File: src/hw/rtl/ipv4v_pkg.sv
// ----------------------------------------------------------------------------
// ipv4v_pkg
// Shared types, status codes and helper functions for the IPv4 dotted-quad
// validator.
// ----------------------------------------------------------------------------
package ipv4v_pkg;

  localparam logic [7:0] AsciiZero = 8'h30;
  localparam logic [7:0] AsciiNine = 8'h39;
  localparam logic [7:0] AsciiDot  = 8'h2E;
  localparam logic [9:0] SegMax    = 10'd255;

  localparam logic [1:0] MaxDigits = 2'd3;
  localparam logic [1:0] MaxDots   = 2'd3;

  typedef enum logic [2:0] {
    StOk       = 3'd0,
    StDigits   = 3'd1,
    StDot      = 3'd2,
    StRange    = 3'd3,
    StBadChar  = 3'd4,
    StDotCount = 3'd5
  } status_e;

  // One character beat as it travels from the input stage to the parser.
  typedef struct packed {
    logic [7:0] char_byte;
    logic       end_of_string;
  } beat_t;

  // Result handed from the parser to the output stage.
  typedef struct packed {
    logic    valid;
    status_e status;
  } result_t;

  // True when the segment held in the digit registers exceeds 255.
  function automatic logic seg_over(input logic [1:0]       count,
                                    input logic [2:0][3:0]  dig);
    logic [9:0] d0;
    logic [9:0] d1;
    logic [9:0] d2;
    logic [9:0] val;
    d0 = {6'd0, dig[0]};
    d1 = {6'd0, dig[1]};
    d2 = {6'd0, dig[2]};
    unique case (count)
      2'd1:    val = d0;
      2'd2:    val = 10'(d0 * 10'd10) + d1;
      2'd3:    val = 10'(d0 * 10'd100) + 10'(d1 * 10'd10) + d2;
      default: val = 10'd0;
    endcase
    return val > SegMax;
  endfunction

endpackage

File: src/hw/rtl/ipv4v_in_stage.sv
// ----------------------------------------------------------------------------
// ipv4v_in_stage
// Input register for character beats.
// ----------------------------------------------------------------------------
module ipv4v_in_stage (
  input  logic            clk_i,
  input  logic            rst_ni,
  input  logic            in_valid_i,
  output logic            in_ready_o,
  input  ipv4v_pkg::beat_t beat_i,
  input  logic            advance_i,
  output logic            valid_o,
  output ipv4v_pkg::beat_t beat_o
);

  logic             valid_q, valid_d;
  ipv4v_pkg::beat_t beat_q;

  // The register can take a new beat when empty or when its beat moves on.
  assign in_ready_o = !valid_q || advance_i;

  always_comb begin
    valid_d = valid_q;
    if (in_ready_o) begin
      valid_d = in_valid_i;
    end
  end

  always_ff @(posedge clk_i or negedge rst_ni) begin
    if (!rst_ni) begin
      valid_q <= 1'b0;
    end else begin
      valid_q <= valid_d;
    end
  end

  always_ff @(posedge clk_i) begin
    if (in_valid_i && in_ready_o) begin
      beat_q <= beat_i;
    end
  end

  assign valid_o = valid_q;
  assign beat_o  = beat_q;

endmodule

File: src/hw/rtl/ipv4v_parser.sv
// ----------------------------------------------------------------------------
// ipv4v_parser
// Per-string parse state and the combinational per-beat character update.
// ----------------------------------------------------------------------------
module ipv4v_parser (
  input  logic               clk_i,
  input  logic               rst_ni,
  input  logic               fire_i,
  input  ipv4v_pkg::beat_t   beat_i,
  output ipv4v_pkg::result_t result_o
);

  logic [1:0]         dcnt_q, dcnt_d;
  logic [2:0][3:0]    dig_q, dig_d;
  logic [1:0]         dots_q, dots_d;
  logic               err_q, err_d;
  ipv4v_pkg::status_e code_q, code_d;

  logic is_digit;
  logic is_dot;
  logic last;

  assign is_digit = (beat_i.char_byte >= ipv4v_pkg::AsciiZero) &&
                    (beat_i.char_byte <= ipv4v_pkg::AsciiNine);
  assign is_dot   = (beat_i.char_byte == ipv4v_pkg::AsciiDot);
  assign last     = beat_i.end_of_string;

  always_comb begin
    dcnt_d = dcnt_q;
    dig_d  = dig_q;
    dots_d = dots_q;
    err_d  = err_q;
    code_d = code_q;
    if (!err_q) begin
      if (is_digit) begin
        if (dcnt_q == ipv4v_pkg::MaxDigits) begin
          err_d  = 1'b1;
          code_d = ipv4v_pkg::StDigits;
        end else begin
          for (int i = 0; i < 3; i++) begin
            if (dcnt_q == 2'(i)) begin
              dig_d[i] = beat_i.char_byte[3:0];
            end
          end
          dcnt_d = dcnt_q + 2'd1;
        end
      end else if (is_dot) begin
        if (last || (dots_q == ipv4v_pkg::MaxDots)) begin
          err_d  = 1'b1;
          code_d = ipv4v_pkg::StDot;
        end else if (ipv4v_pkg::seg_over(dcnt_q, dig_q)) begin
          err_d  = 1'b1;
          code_d = ipv4v_pkg::StRange;
        end else begin
          dcnt_d = 2'd0;
          dots_d = dots_q + 2'd1;
        end
      end else begin
        err_d  = 1'b1;
        code_d = ipv4v_pkg::StBadChar;
      end
    end
  end

  // Final status is judged on the state after this beat has been applied.
  always_comb begin
    result_o.valid = fire_i && last;
    if (err_d) begin
      result_o.status = code_d;
    end else if (ipv4v_pkg::seg_over(dcnt_d, dig_d)) begin
      result_o.status = ipv4v_pkg::StRange;
    end else if (dots_d != ipv4v_pkg::MaxDots) begin
      result_o.status = ipv4v_pkg::StDotCount;
    end else begin
      result_o.status = ipv4v_pkg::StOk;
    end
  end

  always_ff @(posedge clk_i or negedge rst_ni) begin
    if (!rst_ni) begin
      dcnt_q <= 2'd0;
      dig_q  <= '0;
      dots_q <= 2'd0;
      err_q  <= 1'b0;
      code_q <= ipv4v_pkg::StOk;
    end else if (fire_i) begin
      if (last) begin
        dcnt_q <= 2'd0;
        dig_q  <= '0;
        dots_q <= 2'd0;
        err_q  <= 1'b0;
        code_q <= ipv4v_pkg::StOk;
      end else begin
        dcnt_q <= dcnt_d;
        dig_q  <= dig_d;
        dots_q <= dots_d;
        err_q  <= err_d;
        code_q <= code_d;
      end
    end
  end

endmodule

File: src/hw/rtl/ipv4v_out_stage.sv
// ----------------------------------------------------------------------------
// ipv4v_out_stage
// Result register holding one status beat until it is taken.
// ----------------------------------------------------------------------------
module ipv4v_out_stage (
  input  logic               clk_i,
  input  logic               rst_ni,
  input  ipv4v_pkg::result_t result_i,
  output logic               free_o,
  output logic               out_valid_o,
  input  logic               out_ready_i,
  output logic [2:0]         parse_status_o
);

  logic               valid_q, valid_d;
  ipv4v_pkg::status_e status_q;

  // Free when empty or when the held beat leaves at this edge.
  assign free_o = !valid_q || out_ready_i;

  always_comb begin
    valid_d = valid_q;
    if (out_ready_i) begin
      valid_d = 1'b0;
    end
    if (result_i.valid) begin
      valid_d = 1'b1;
    end
  end

  always_ff @(posedge clk_i or negedge rst_ni) begin
    if (!rst_ni) begin
      valid_q <= 1'b0;
    end else begin
      valid_q <= valid_d;
    end
  end

  always_ff @(posedge clk_i) begin
    if (result_i.valid) begin
      status_q <= result_i.status;
    end
  end

  assign out_valid_o    = valid_q;
  assign parse_status_o = status_q;

endmodule

File: src/hw/rtl/ipv4_dotted_quad_validator_unit.sv
// ----------------------------------------------------------------------------
// ipv4_dotted_quad_validator_unit
// Checks a character stream as a dotted-decimal IPv4 address.
// ----------------------------------------------------------------------------
// Flow: a final character accepted into the input register has its status beat
// written into the result register when that register is free; while an untaken
// status beat still holds the result register, it waits for that beat to leave.
// Throughput: one character beat per cycle unless a final beat waits on an untaken
// status beat, set by the combinational parse update between the two registers.
// Reset: rst_ni clears both stage valid flags and the parse state at once.
// ----------------------------------------------------------------------------
module ipv4_dotted_quad_validator_unit (
  input  logic       clk_i,
  input  logic       rst_ni,
  input  logic       in_valid_i,
  output logic       in_ready_o,
  input  logic [7:0] char_byte_i,
  input  logic       end_of_string_i,
  output logic       out_valid_o,
  input  logic       out_ready_i,
  output logic [2:0] parse_status_o
);

  ipv4v_pkg::beat_t   in_beat;
  ipv4v_pkg::beat_t   s1_beat;
  ipv4v_pkg::result_t result;
  logic               s1_valid;
  logic               s1_advance;
  logic               out_free;
  logic               fire;

  assign in_beat.char_byte     = char_byte_i;
  assign in_beat.end_of_string = end_of_string_i;

  // A staged beat that produces no result never waits. A final beat waits
  // only while the result register still holds a status nobody has taken.
  assign s1_advance = !s1_beat.end_of_string || out_free;
  assign fire       = s1_valid && s1_advance;

  ipv4v_in_stage u_in_stage (
    .clk_i      (clk_i),
    .rst_ni     (rst_ni),
    .in_valid_i (in_valid_i),
    .in_ready_o (in_ready_o),
    .beat_i     (in_beat),
    .advance_i  (s1_advance),
    .valid_o    (s1_valid),
    .beat_o     (s1_beat)
  );

  // The parser owns the per-string state; it applies one beat per fire and
  // returns to its reset state after the final beat of a string.
  ipv4v_parser u_parser (
    .clk_i    (clk_i),
    .rst_ni   (rst_ni),
    .fire_i   (fire),
    .beat_i   (s1_beat),
    .result_o (result)
  );

  ipv4v_out_stage u_out_stage (
    .clk_i          (clk_i),
    .rst_ni         (rst_ni),
    .result_i       (result),
    .free_o         (out_free),
    .out_valid_o    (out_valid_o),
    .out_ready_i    (out_ready_i),
    .parse_status_o (parse_status_o)
  );

endmodule

File: config.mk
export PLATFORM = sky130hd
export DESIGN_NAME = ipv4_dotted_quad_validator_unit
export DESIGN_NICKNAME = d
export VERILOG_FILES = /design/src/hw/rtl/ipv4v_pkg.sv /design/src/hw/rtl/ipv4v_in_stage.sv /design/src/hw/rtl/ipv4v_parser.sv /design/src/hw/rtl/ipv4v_out_stage.sv /design/src/hw/rtl/ipv4_dotted_quad_validator_unit.sv
export SDC_FILE = /design/constraint.sdc
export NUM_CORES = 1
export LEC_CHECK = 0
export BUFFER_PORTS_ARGS = -buffer_cell sky130_fd_sc_hd__buf_2
export CAP_MARGIN = 20
export CORE_ASPECT_RATIO = 0.7
export CORE_MARGIN = 5
export CORE_UTILIZATION = 40
export DETAILED_ROUTE_END_ITERATION = 8
export PLACE_DENSITY = 0.57
export SETUP_SLACK_MARGIN = 0.02
export SLEW_MARGIN = 10
export SYNTH_ARGS = -nofsm -noshare
export SYNTH_HDL_FRONTEND = slang
export SYNTH_SLANG_ARGS = --single-unit
File: constraint.sdc
create_clock -name clk_i -period 7.6 [get_ports clk_i]
set_input_delay 1.14 -clock clk_i [delete_from_list [all_inputs] [get_ports clk_i]]
set_output_delay 1.14 -clock clk_i [all_outputs]
set_load 0.03 [all_outputs]
==> results.toml <==
[outcome]
run_status = "complete, no violations"

[timing]
setup_ws_ns = 2.062
finalMaxSlewViolations = 0
clock_skew_ns = 0.004087
setup_tns_ns = 0
finalSetupViolations = 0
min_period_ns = 5.538
fin_crit_sh = 0.7287
slew_headroom = 0.5603
max_freq_ghz = 0.1806
rsz0062_at_grt = "false"
hold_viol = 0
worst_pin_slew_ns = 0.6595

[worst_setup_path]
crit_required_ns = 7.62
slowest_delay_ns = 0.54
cpMaxStageDelayCell = "o311ai_1"
cp_max_fo = 5
crit_path_cell_trace = "o21ai_0 -> nand3_1 -> nor2_1 -> nand2_1 -> nor2_1 -> mux2i_1 -> inv_1 -> ha_1 -> ha_1 -> inv_1 -> fa_1 -> xor2_1 -> ha_1 -> ha_1 -> or4_1 -> o311ai_0 -> xnor2_1 -> o311ai_1 -> a32o_1 -> a21oi_1"
reg2reg_slack_ns = 2.06
critPathCaptureType = "flip-flop"
worst-setup-path-type = "reg2reg"
crit_path_frequent_cell = "ha_1"
reg2reg_depth = 20
startpoint_type = "flip-flop"
critPathArrivalTime_ns = 5.56

[synthesis]
async_flop_share = 0.6364
ys_seq_elements = 33
syn_inst = 317
syn_avg_cell_area_um2 = 9.986
synth_area_um2 = 3166
synth_seq_area_share = 0.2798
syn_nets = 403
synth_edf_count = 12
ys_types = 54
ys.flop_type = "dfrtp_1"
yosysWarnings = 0

[place]
placed_area_um2 = 3339
pre_cts_ws_ns = 2.101
dpl.hpwl_mm = 5.538
port-buffer-count = 17
dp.cells = 428
gp_congestion = 0.8470

[floorplan]
rows = 27
die_w_um = 116.3
die_y_um = 84.43
ios = 18
initial_core_util = 0.4056
core_area_um2 = 7804
die_area_um2 = 9821

[routing]
num_vias = 2361
wl_per_cell_um = 15.50
drt-total-wl_mm = 6.759
dr.pass1.iters = 4
ant_nets = 0
drc = 0
drt_iter0_drc = 206
vias_per_cell = 5.415

[clock_network]
cts_tree = "built"
cts_hold_buf = 0
postCtsSetupRepairBufs = 0
cts_buffer_depth = 2
htree_levels = 2
postCtsResizedCells = 0
clkTransAtPathRegs_ns = 0.05
cts_buffers = 5
clock-sinks = 33
insertion_delay_ns = 0.27
root_buffer = "clkbuf_16"

[layout]
drive_above_1_share = 0.09254
final_area_um2 = 3478
area_growth_pct = 9.882
fin_cells = 436
antenna_cells = 0
nets = 420

[global_routing]
antenna_found_initial = 0
grt_pass1_wl_mm = 11.54
grt_overflow = 0
grt_start_max_net_pins = 22
grt_pass1_vias = 2333
grt_util_all_layers = 0.1461

[power_and_ir_drop]
leakagePower_nw = 1.839
pwr_density_cell_nw_per_um2 = 133.0
ir_drop_mv = 0.1109

[min_path]
hp-class = "reg2reg"
whs_path_depth = 2

[run]
cap_violations = 0
[cell usage after synthesis, types with 4 or more instances]
library cell / number / share of area
nor2_1: 17 / 0.020
nand2_1: 18 / 0.021
xnor2_1: 6 / 0.017
fa_1: 12 / 0.076
o21ai_0: 18 / 0.028
edfxtp_1: 12 / 0.11
a22o_1: 4 / 0.011
nor3_1: 6 / 0.0095
mux2_2: 4 / 0.014
a21oi_1: 20 / 0.032
inv_1: 39 / 0.046
a21o_1: 5 / 0.012
nand4b_1: 5 / 0.014
clkbuf_1: 4 / 0.0047
ha_1: 61 / 0.24
mux2i_1: 6 / 0.019
dfrtp_1: 21 / 0.17
[report_power, final]
group	internal (mW)	switching, mW
Clock	0.120	0.0681
Combinational	0.0241	0.0366
Sequential	0.197	0.0163
Total	0.341	0.121
[per-layer routing]
metal / routed length [um] / vias up / track usage
li1: - / 1177 / -
met1: 3676 / 1118 / 0.2311
met2: 2705 / 64 / 0.2072
met3: 357 / 2 / 0.02810
met4: 19 / 0 / 0.02318
met5: 0 / - / 0
[through the flow]
step	power [mW]	hold WS [ns]	utilization
5_1_grt	0.4856	0.5739	0.4457
2_1_floorplan	0.2561	0.4496	-
3_5_place_dp	0.2759	0.4914	0.4279
6_report	0.4626	0.5038	0.4457
4_1_cts	0.4659	0.5027	0.4457
3_3_place_gp	0.2745	0.4896	0.4279
[final cells by class]
cell class	count	area, um2
Inverter	39	146.4
Multi-Input combinational cell	238	2096
Fill cell	725	4325
Timing Repair Buffer	17	85.08
Sequential cell	33	885.9
Clock buffer	6	128.9
Clock inverter	2	10.01
Tap cell	101	126.4
[path summary, 6_finish.rpt]
check                                               start                                      end
max                        u_in_stage.beat_o[3]$_DFFE_PP_  u_out_stage.parse_status_o[0]$_DFFE_PP_
min                        u_parser.code_q[1]$_DFFE_PN0P_           u_parser.code_q[1]$_DFFE_PN0P_
max reg2reg                u_in_stage.beat_o[3]$_DFFE_PP_  u_out_stage.parse_status_o[0]$_DFFE_PP_
min reg2reg                u_parser.code_q[1]$_DFFE_PN0P_           u_parser.code_q[1]$_DFFE_PN0P_
max in group asynchronous                          rst_ni            u_parser.dig_q[9]$_DFFE_PN0P_
min in group asynchronous                          rst_ni               u_parser.err_q$_DFFE_PN0P_
[cells by family (layout without fill, tap and decap cells)]
kind of cell,Yosys count,after routing,synth area share
AOI/OAI and AO/OA,71,71,0.1530
xor gates and xnor gates,9,9,0.02925
adders and majority gates,73,73,0.3170
buffers and inverters,46,64,0.05810
DFF,33,33,0.2798
muxes,11,11,0.03676
and+or+nand+nor,74,74,0.1261
[registers in the layout, summed over array words and instances (netlist names)]
register                    count
u_parser.dig_q                 11
u_parser.code_q                 3
u_out_stage.out_valid_o         1
u_in_stage.valid_o              1
u_parser.err_q                  1
u_parser.dots_q                 2
u_parser.dcnt_q                 2
u_out_stage.parse_status_o      3
u_in_stage.beat_o               9
[cells in the final DEF (no fill, tap or decap), drive strengths merged, types with 7 or more instances in the layout]
cell type and count:
fa 12, buf 17, inv 39, ha 61, a21oi 20, nand2 18, o21ai 19, edfxtp 12
nor2 17, dfrtp 21, nor3 7
[critical path, delay by kind of cell, from the launching register on]
family,cells,cell delay [ns]
adder cells (fa/ha/maj),5,1.47
XOR/XNOR,2,0.28
flip-flops,1,0.48
buffers and inverters,2,0.18
AND/OR/NAND/NOR,5,1.28
AO/OA/AOI/OAI,5,1.20
multiplexers,1,0.40
No activity file was read; power rests on OpenSTA's default activity.
